### src/rtl/psg_pkg.sv
package psg_pkg;

    localparam int LEVEL_W     = 14;
    localparam int GAIN_W      = 9;
    localparam int SAMPLE_W    = 18;
    localparam int PERIOD_W    = 10;
    localparam int CNT_W       = 11;
    localparam int ATT_W       = 4;
    localparam int LFSR_W      = 16;
    localparam int NOISE_CTL_W = 4;
    localparam int NUM_TONES   = 3;
    localparam int NUM_CH      = 4;
    localparam int IN_DATA_W   = 8;
    localparam int OUT_DATA_W  = 24;

    localparam logic [GAIN_W-1:0]  GAIN_RESET = 9'd128;
    localparam logic [GAIN_W-1:0]  GAIN_UNITY = 9'd256;
    localparam logic [LFSR_W-1:0]  LFSR_SEED  = 16'h8000;
    localparam logic [ATT_W-1:0]   ATT_SILENT = 4'hF;
    localparam logic [1:0]         CH_NOISE   = 2'd3;
    localparam logic [1:0]         CH_TONE2   = 2'd2;

    localparam logic signed [CNT_W-1:0] NOISE_RELOAD_16 = 11'sd16;
    localparam logic signed [CNT_W-1:0] NOISE_RELOAD_32 = 11'sd32;
    localparam logic signed [CNT_W-1:0] NOISE_RELOAD_64 = 11'sd64;

    typedef enum logic {
        OP_WRITE = 1'b0,
        OP_TICK  = 1'b1
    } psg_op_t;

    typedef enum logic [1:0] {
        NOISE_RATE_16    = 2'd0,
        NOISE_RATE_32    = 2'd1,
        NOISE_RATE_64    = 2'd2,
        NOISE_RATE_TONE2 = 2'd3
    } psg_noise_rate_t;

    // per-channel control handed to the mixer
    typedef struct packed {
        logic             on;
        logic             neg;
        logic [ATT_W-1:0] atten;
    } psg_term_t;

    // round(16384 * 10^(-(k+1)/10)), level fifteen is silent
    function automatic logic [LEVEL_W-1:0] att_level(input logic [ATT_W-1:0] k);
        logic [LEVEL_W-1:0] v;
        begin
            case (k)
                4'd0:    v = 14'd13014;
                4'd1:    v = 14'd10338;
                4'd2:    v = 14'd8211;
                4'd3:    v = 14'd6523;
                4'd4:    v = 14'd5181;
                4'd5:    v = 14'd4115;
                4'd6:    v = 14'd3269;
                4'd7:    v = 14'd2597;
                4'd8:    v = 14'd2063;
                4'd9:    v = 14'd1638;
                4'd10:   v = 14'd1301;
                4'd11:   v = 14'd1034;
                4'd12:   v = 14'd821;
                4'd13:   v = 14'd652;
                4'd14:   v = 14'd518;
                default: v = 14'd0;
            endcase
            return v;
        end
    endfunction

endpackage

### src/rtl/psg_mixer.sv
module psg_mixer
(
    input  psg_pkg::psg_term_t                  term_ctl [psg_pkg::NUM_CH],
    input  logic [psg_pkg::GAIN_W-1:0]          gain     [psg_pkg::NUM_CH],
    output logic signed [psg_pkg::SAMPLE_W-1:0] sample
);

    import psg_pkg::*;

    localparam int MAG_W  = LEVEL_W + GAIN_W;
    localparam int TERM_W = MAG_W + 1 - 8;

    logic [GAIN_W-1:0]        g    [NUM_CH];
    logic [MAG_W-1:0]         mag  [NUM_CH];
    logic signed [MAG_W:0]    smag [NUM_CH];
    logic signed [TERM_W-1:0] term [NUM_CH];

    always_comb
    begin
        sample = '0;
        for (int i = 0; i < NUM_CH; i++)
        begin
            g[i]    = (gain[i] > GAIN_UNITY) ? GAIN_UNITY : gain[i];
            mag[i]  = att_level(term_ctl[i].atten) * g[i];
            smag[i] = $signed({1'b0, mag[i]});
            if (term_ctl[i].neg)
            begin
                smag[i] = -smag[i];
            end
            // dropping the low byte floors toward minus infinity
            term[i] = smag[i][MAG_W:8];
            if (term_ctl[i].on)
            begin
                sample = sample + SAMPLE_W'(term[i]);
            end
        end
    end

endmodule

### src/rtl/psg_tone_noise_generator_core.sv
// Three square-wave tone voices and one noise voice behind a latch/data
// register interface.
// Input stream: tuser selects the request kind (write byte or master clock
// tick), tdata carries the write byte. Gains are set on the cfg port (index
// 0..2 tone voices, 3 noise); the user must set them only while the block is
// idle, which the block itself does not enforce. Every TICKS_PER_STEP-th
// tick steps the enabled voices and pushes one mixed 18-bit sample on the
// output stream; writes and other ticks give none. Throughput: one request
// per cycle unless the output stalls. A stepping tick goes via the input
// register to the result register (counter update, four 14x9 products summed).
// Reset returns all voices to silence, periods and counters to zero, the
// noise shift register to 0x8000 and all gains to 128.
// When the output is stalled the result register holds its sample, the
// input register holds one further request and s_axis_tready falls; both
// sides move again in the cycle m_axis_tready returns.
module psg_tone_noise_generator_core
#(
    parameter int TICKS_PER_STEP = 16
)
(
    input  logic                                clk,
    input  logic                                rst_n,
    // configuration
    input  logic                                cfg_we,
    input  logic [1:0]                          cfg_index,
    input  logic [psg_pkg::GAIN_W-1:0]          cfg_wdata,
    // request stream
    input  logic                                s_axis_tvalid,
    output logic                                s_axis_tready,
    input  logic [psg_pkg::IN_DATA_W-1:0]       s_axis_tdata,  // [7:0] write_byte
    input  logic                                s_axis_tuser,  // [0] opcode
    // sample stream
    output logic                                m_axis_tvalid,
    input  logic                                m_axis_tready,
    output logic [psg_pkg::OUT_DATA_W-1:0]      m_axis_tdata   // [17:0] sample, rest zero
);

    import psg_pkg::*;

    localparam int PRE_W = (TICKS_PER_STEP > 1) ? $clog2(TICKS_PER_STEP) : 1;
    localparam logic [PRE_W-1:0] PRE_LAST = PRE_W'(TICKS_PER_STEP - 1);

    // input register
    logic                 in_valid_reg;
    psg_op_t              in_op_reg;
    logic [IN_DATA_W-1:0] in_byte_reg;

    // result register
    logic                       out_valid_reg, out_valid_next;
    logic signed [SAMPLE_W-1:0] sample_reg;

    // chip state
    logic [GAIN_W-1:0]       gain_reg      [NUM_CH];
    logic [PERIOD_W-1:0]     period_reg    [NUM_TONES];
    logic [PERIOD_W-1:0]     period_next   [NUM_TONES];
    logic [ATT_W-1:0]        atten_reg     [NUM_CH];
    logic [ATT_W-1:0]        atten_next    [NUM_CH];
    logic signed [CNT_W-1:0] cnt_reg       [NUM_CH];
    logic signed [CNT_W-1:0] cnt_next      [NUM_CH];
    logic                    pol_reg       [NUM_CH];
    logic                    pol_next      [NUM_CH];
    logic [NOISE_CTL_W-1:0]  noise_ctl_reg, noise_ctl_next;
    logic [LFSR_W-1:0]       lfsr_reg,      lfsr_next;
    logic [1:0]              latch_ch_reg,  latch_ch_next;
    logic                    latch_tone_reg, latch_tone_next;
    logic [PRE_W-1:0]        pre_reg,       pre_next;

    // step candidates
    logic                    ch_on     [NUM_CH];
    logic signed [CNT_W-1:0] cnt_dec   [NUM_CH];
    logic                    wrap      [NUM_CH];
    logic signed [CNT_W-1:0] cnt_step  [NUM_CH];
    logic                    pol_step  [NUM_CH];
    logic signed [CNT_W-1:0] noise_reload;
    logic                    noise_fb;
    logic [LFSR_W-1:0]       lfsr_step;

    logic                    advance;
    logic                    is_tick;
    logic                    do_step;
    logic [1:0]              wr_ch;
    logic                    wr_tone;

    psg_term_t                  term_ctl [NUM_CH];
    logic signed [SAMPLE_W-1:0] mix_sample;

    assign advance       = in_valid_reg && (!out_valid_reg || m_axis_tready);
    assign s_axis_tready = !in_valid_reg || advance;
    assign is_tick       = (in_op_reg == OP_TICK);
    assign do_step       = advance && is_tick && (pre_reg == PRE_LAST);

    always_ff @(posedge clk or negedge rst_n)
    begin
        if (!rst_n)
        begin
            in_valid_reg <= 1'b0;
        end
        else if (s_axis_tready)
        begin
            in_valid_reg <= s_axis_tvalid;
        end
    end

    always_ff @(posedge clk)
    begin
        if (s_axis_tvalid && s_axis_tready)
        begin
            in_op_reg   <= psg_op_t'(s_axis_tuser);
            in_byte_reg <= s_axis_tdata;
        end
    end

    // what every voice would do on a step
    always_comb
    begin
        for (int i = 0; i < NUM_CH; i++)
        begin
            cnt_dec[i] = cnt_reg[i] - CNT_W'(1);
            wrap[i]    = (cnt_dec[i] <= 0);
            pol_step[i] = pol_reg[i] ^ wrap[i];
        end
        for (int i = 0; i < NUM_TONES; i++)
        begin
            ch_on[i]    = (period_reg[i] != '0);
            cnt_step[i] = wrap[i] ? $signed({1'b0, period_reg[i]}) : cnt_dec[i];
        end

        case (psg_noise_rate_t'(noise_ctl_reg[1:0]))
            NOISE_RATE_16: noise_reload = NOISE_RELOAD_16;
            NOISE_RATE_32: noise_reload = NOISE_RELOAD_32;
            NOISE_RATE_64: noise_reload = NOISE_RELOAD_64;
            default:       noise_reload = $signed({1'b0, period_reg[CH_TONE2]});
        endcase
        ch_on[CH_NOISE]    = (noise_ctl_reg != '0);
        cnt_step[CH_NOISE] = wrap[CH_NOISE] ? noise_reload : cnt_dec[CH_NOISE];

        // white noise taps bits 0 and 3, periodic noise recirculates bit 0
        noise_fb  = noise_ctl_reg[2] ? (lfsr_reg[0] ^ lfsr_reg[3]) : lfsr_reg[0];
        lfsr_step = (wrap[CH_NOISE] && !pol_step[CH_NOISE]) ?
                    {noise_fb, lfsr_reg[LFSR_W-1:1]} : lfsr_reg;

        for (int i = 0; i < NUM_TONES; i++)
        begin
            term_ctl[i].on    = ch_on[i];
            term_ctl[i].neg   = pol_step[i];
            term_ctl[i].atten = atten_reg[i];
        end
        term_ctl[CH_NOISE].on    = ch_on[CH_NOISE] && lfsr_step[0];
        term_ctl[CH_NOISE].neg   = 1'b0;
        term_ctl[CH_NOISE].atten = atten_reg[CH_NOISE];
    end

    psg_mixer u_mixer
    (
        .term_ctl (term_ctl),
        .gain     (gain_reg),
        .sample   (mix_sample)
    );

    // state update for the request in the input register
    always_comb
    begin
        period_next     = period_reg;
        atten_next      = atten_reg;
        cnt_next        = cnt_reg;
        pol_next        = pol_reg;
        noise_ctl_next  = noise_ctl_reg;
        lfsr_next       = lfsr_reg;
        latch_ch_next   = latch_ch_reg;
        latch_tone_next = latch_tone_reg;
        pre_next        = pre_reg;

        // a latch byte retargets before its nibble lands
        wr_ch   = in_byte_reg[7] ? in_byte_reg[6:5] : latch_ch_reg;
        wr_tone = in_byte_reg[7] ? !in_byte_reg[4] : latch_tone_reg;

        if (advance && !is_tick)
        begin
            latch_ch_next   = wr_ch;
            latch_tone_next = wr_tone;
            if (!wr_tone)
            begin
                atten_next[wr_ch] = in_byte_reg[ATT_W-1:0];
            end
            else if (wr_ch == CH_NOISE)
            begin
                noise_ctl_next = in_byte_reg[NOISE_CTL_W-1:0];
                lfsr_next      = LFSR_SEED;
            end
            else
            begin
                for (int i = 0; i < NUM_TONES; i++)
                begin
                    if (wr_ch == 2'(i))
                    begin
                        if (in_byte_reg[7])
                        begin
                            period_next[i][3:0] = in_byte_reg[3:0];
                        end
                        else
                        begin
                            period_next[i][PERIOD_W-1:4] = in_byte_reg[5:0];
                        end
                    end
                end
            end
        end

        if (advance && is_tick)
        begin
            pre_next = (pre_reg == PRE_LAST) ? '0 : pre_reg + PRE_W'(1);
        end

        if (do_step)
        begin
            for (int i = 0; i < NUM_CH; i++)
            begin
                if (ch_on[i])
                begin
                    cnt_next[i] = cnt_step[i];
                    pol_next[i] = pol_step[i];
                end
            end
            if (ch_on[CH_NOISE])
            begin
                lfsr_next = lfsr_step;
            end
        end

        out_valid_next = (out_valid_reg && !m_axis_tready) || do_step;
    end

    always_ff @(posedge clk or negedge rst_n)
    begin
        if (!rst_n)
        begin
            for (int i = 0; i < NUM_CH; i++)
            begin
                gain_reg[i]  <= GAIN_RESET;
                atten_reg[i] <= ATT_SILENT;
                cnt_reg[i]   <= '0;
                pol_reg[i]   <= 1'b0;
            end
            for (int i = 0; i < NUM_TONES; i++)
            begin
                period_reg[i] <= '0;
            end
            noise_ctl_reg  <= '0;
            lfsr_reg       <= LFSR_SEED;
            latch_ch_reg   <= '0;
            latch_tone_reg <= 1'b1;
            pre_reg        <= '0;
            out_valid_reg  <= 1'b0;
        end
        else
        begin
            if (cfg_we)
            begin
                gain_reg[cfg_index] <= cfg_wdata;
            end
            atten_reg      <= atten_next;
            cnt_reg        <= cnt_next;
            pol_reg        <= pol_next;
            period_reg     <= period_next;
            noise_ctl_reg  <= noise_ctl_next;
            lfsr_reg       <= lfsr_next;
            latch_ch_reg   <= latch_ch_next;
            latch_tone_reg <= latch_tone_next;
            pre_reg        <= pre_next;
            out_valid_reg  <= out_valid_next;
        end
    end

    always_ff @(posedge clk)
    begin
        if (do_step)
        begin
            sample_reg <= mix_sample;
        end
    end

    assign m_axis_tvalid = out_valid_reg;
    assign m_axis_tdata  = {{(OUT_DATA_W-SAMPLE_W){1'b0}}, sample_reg};

endmodule

### config.mk
export PLATFORM = sky130hd
export DESIGN_NAME = psg_tone_noise_generator_core
export DESIGN_NICKNAME = d
export VERILOG_FILES = /design/src/rtl/psg_pkg.sv /design/src/rtl/psg_mixer.sv /design/src/rtl/psg_tone_noise_generator_core.sv
export SDC_FILE = /design/constraint.sdc
export NUM_CORES = 2
export LEC_CHECK = 0
export BUFFER_PORTS_ARGS = -buffer_cell sky130_fd_sc_hd__clkbuf_2
export CAP_MARGIN = 20
export CORE_ASPECT_RATIO = 1.75
export CORE_UTILIZATION = 49
export CTS_BUF_LIST = sky130_fd_sc_hd__clkbuf_4 sky130_fd_sc_hd__clkbuf_8
export DETAILED_ROUTE_END_ITERATION = 8
export PLACE_DENSITY = 0.65
export SETUP_SLACK_MARGIN = 0.02
export SYNTH_ARGS = -nofsm -noshare
export SYNTH_HDL_FRONTEND = slang
export SYNTH_HIERARCHICAL = 1
export SYNTH_SLANG_ARGS = --single-unit
### constraint.sdc
create_clock -name clk -period 20.5 [get_ports clk]
set_input_delay 1.025 -clock clk [delete_from_list [all_inputs] [get_ports clk]]
set_output_delay 1.025 -clock clk [all_outputs]
set_load 0.03 [all_outputs]
==> summary.md <==
| Metric | Value |
|---|---|
| Die width | 192 µm |
| Startpoint-to-endpoint class of the critical path | reg -> reg |
| Post-route fraction of the period consumed by the critical path | 0.635 |
| Crit Path Max Fanout | 11 |
| First-pass detailed-route iteration total | 5 |
| Die span in y | 334 µm |
| Count of final setup violators | 0 |
| Ports placed on the boundary | 51 |
| Total standard cell area after synthesis | 30900 µm² |
| Sum Neg Setup Slack | 0 ps |
| Result of the run | finished clean |
| Avg Synthesized Cell Area | 8.46 µm² |
| Wire length of the first global-routing pass | 136000 µm |
| Max Slew Vio Count | 0 |
| Root buffer selected by CTS | sky130_fd_sc_hd__clkbuf_8 |
| Count of H-tree levels built during CTS | 4 |
| Min Tclk post-route | 13030 ps |
| Detail Placement HPWL | 70100 µm |
| Launching instance or port of the critical path | atten_reg[13] |
| Worst hold start | pol_reg[2] |
| Clock tree from TritonCTS | yes |
| Total gr overflow | 0 |
| Worst flop-to-flop path startpoint | atten_reg[13] |
| Arrival time of the worst setup path | 13330 ps |
| Number of failing hold endpoints at the final stage | 0 |
| Post-layout nets | 4267 |
| Post-detailed-route count of antenna-violating nets | 0 |
| Layout cell share with drive strength beyond 1 | 0.0861 |
| Kind of end point of the critical path | register |
| Required time at the worst-slack endpoint | 20810 ps |
| Worst min-delay path class | reg -> reg |
| Post-synthesis async set-or-reset flop share | 0.855 |
| Count of standard-cell rows | 121 |
| Average wire per cell in the routed design | 19.3 µm |
| Post-CTS sizing | 0 |
| Startpoint type of the worst setup path | register |
| Hold Path Depth | 1 |
| TritonCTS buffer count | 17 |
| Maximum Capacitance Violations | 0 |
| Sequential cell area fraction in the yosys report | 0.156 |
| Largest net degree at the start of global routing | 101 |
| Most common flop cell mapped by yosys | sky130_fd_sc_hd__dfrtp_1 |
| Critical Path Max Stage Delay | 660 ps |
| Iteration-0 DRC count of the detailed router | 1235 |
| Remaining DRCs | 0 |
| Total die area | 64100 µm² |
| Clock Skews | 27.5 ps |
| Post-synthesis register bit count | 186 |
| Least-Margin Pin Slew | 1120 ps |
| Number of antenna violations at the first check in global routing | 4 |
| Worst slew slack as a fraction of its limit | 0.253 |
| Starting utilization of the core area | 0.496 |
| Routed via count | 25700 |
| Clock tree sinks | 186 |
| R2R Setup Slk | 7470 ps |
| Count of input and output buffers | 44 |
| Synthesized instance count | 3651 |
| Maximum clock insertion buffer count | 2 |
| Largest register FFs | 44 |
| Sum of routed wire length over all layers | 85700 µm |
| Synth-to-layout area growth | 4.74% |
| Number of distinct library cells after synthesis | 107 |
| Via density per instance | 5.78 |
| Number of global-route vias before repair | 26500 |
| Final estimated routing congestion in global placement | 0.935 |
| Synth warn | 6 |
| Number of cell instances on the worst register-to-register path | 49 |
| Number of setup buffers added after CTS | 0 |
| Peak Freq | 0.0768 GHz |
| Number of flops mapped to enable cells by yosys | 27 |
| Core Area | 62200 µm² |
| Overall routing resource usage | 0.275 |
| Hold buffers post-CTS | 0 |
| Setup repair after global routing missed its margin | false |
| Hold Path Sink | pol_reg[2] |
| Reg-to-Reg End | sample_reg[17] |
| Clock slew at reported path FFs | 140 ps |
| Clock latency on the worst-skew pair | 560 ps |
| Slowest library cell on the worst path | sky130_fd_sc_hd__or4_1 |
==> synthesized netlist by cell type (all sizes together), types with 26 or more instances <==
cell type / count / share of area
buf: 34 / 0.0064
mux2: 110 / 0.040
edfxtp: 27 / 0.026
dfrtp: 137 / 0.11
xor2: 43 / 0.012
nand3: 69 / 0.011
ha: 266 / 0.11
nor2b: 68 / 0.014
o21ai: 179 / 0.030
nand2: 491 / 0.060
and3: 26 / 0.0053
nand2b: 61 / 0.013
o31ai: 27 / 0.0066
xnor2: 109 / 0.031
nor4: 33 / 0.0090
a211oi: 38 / 0.0094
inv: 478 / 0.058
and2: 106 / 0.021
fa: 343 / 0.22
a21oi: 131 / 0.021
nor3: 68 / 0.011
nor2: 282 / 0.035
clkbuf: 94 / 0.012
a21o: 38 / 0.0092
o21a: 38 / 0.0092
==> cell type report <==
cell class                      instances  area (µm²)
Antenna cell                            1        2.50
Multi-Input combinational cell       2864       23700
Fill cell                            6038       29900
Sequential cell                       186        4820
Tap cell                              799        1000
Clock inverter                         15         223
Clock buffer                           17         234
Timing Repair Buffer                   85         532
Inverter                              479        1800
==> through the flow <==
step                utilization  std cells  hold WS [ps]  area, µm²  setup slack [ps]
floorplan                     -       3657           448      30900              8920
global placement          0.512       4410           469      31900              7850
detailed placement        0.512       4412           472      31900              7680
CTS                       0.520       4444           504      32300              7600
global route              0.520       4446           528      32300              6580
finish                    0.520       4446           500      32300              7470
==> worst max path at each step <==
stage	endpoint	slack, ps
after floorplan	sample_reg[17]	8920
after global placement	sample_reg[17]	7850
after detailed placement	sample_reg[17]	7680
after CTS	sample_reg[17]	7600
after global routing	sample_reg[17]	6580
final	sample_reg[17]	7470
==> cell usage in the layout (no fill, tap or decap), drive strengths merged, types with 20 or more instances in the layout <==
cell      n
nand3    69
dfrtp   137
and3     26
o21ai   179
nor2b    68
or3      23
fa      343
o31ai    27
nor2    282
dfstp    22
mux2    110
nand2   491
a211oi   38
nor4     33
nand2b   61
nor3     68
o211ai   20
or2      22
buf      42
xor2     43
ha      266
and2    106
a21o     38
a21oi   131
o21a     38
inv     489
edfxtp   27
clkbuf   60
a31oi    21
xnor2   109
==> worst max-delay path: cells and delay by family, from the launching register on <==
family	cells	cell delay (ps)
xor gates and xnor gates	5	740
adders and majority gates	9	3580
and+or+nand+nor	12	2470
DFF	1	650
buffers and inverters	5	360
AOI/OAI and AO/OA	16	4400
muxes	2	590
==> logic make-up (layout without fill, tap and decap cells) <==
logic type	Yosys count	after routing	share of synthesized area
AND/OR/NAND/NOR	1322	1322	0.208
AO/OA/AOI/OAI	645	645	0.139
adder cells (fa/ha/maj)	609	609	0.330
buffers and inverters	607	596	0.0762
flip-flops	186	186	0.156
XOR/XNOR	152	152	0.0434
multiplexers	129	129	0.0467
other	1	8	0.000121
==> routing by layer <==
layer / track usage / vias to the layer above / part of all wire
met2: 0.525 / 593 / 0.55
met1: 0.270 / 12700 / 0.35
met3: 0.0292 / 277 / 0.032
met4: 0.191 / 0 / 0.072
li1: - / 12100 / -
met5: 0 / - / 0
Power is not shown: default switching activity piles up to over one toggle a cycle in this logic, so the estimate is an artifact.
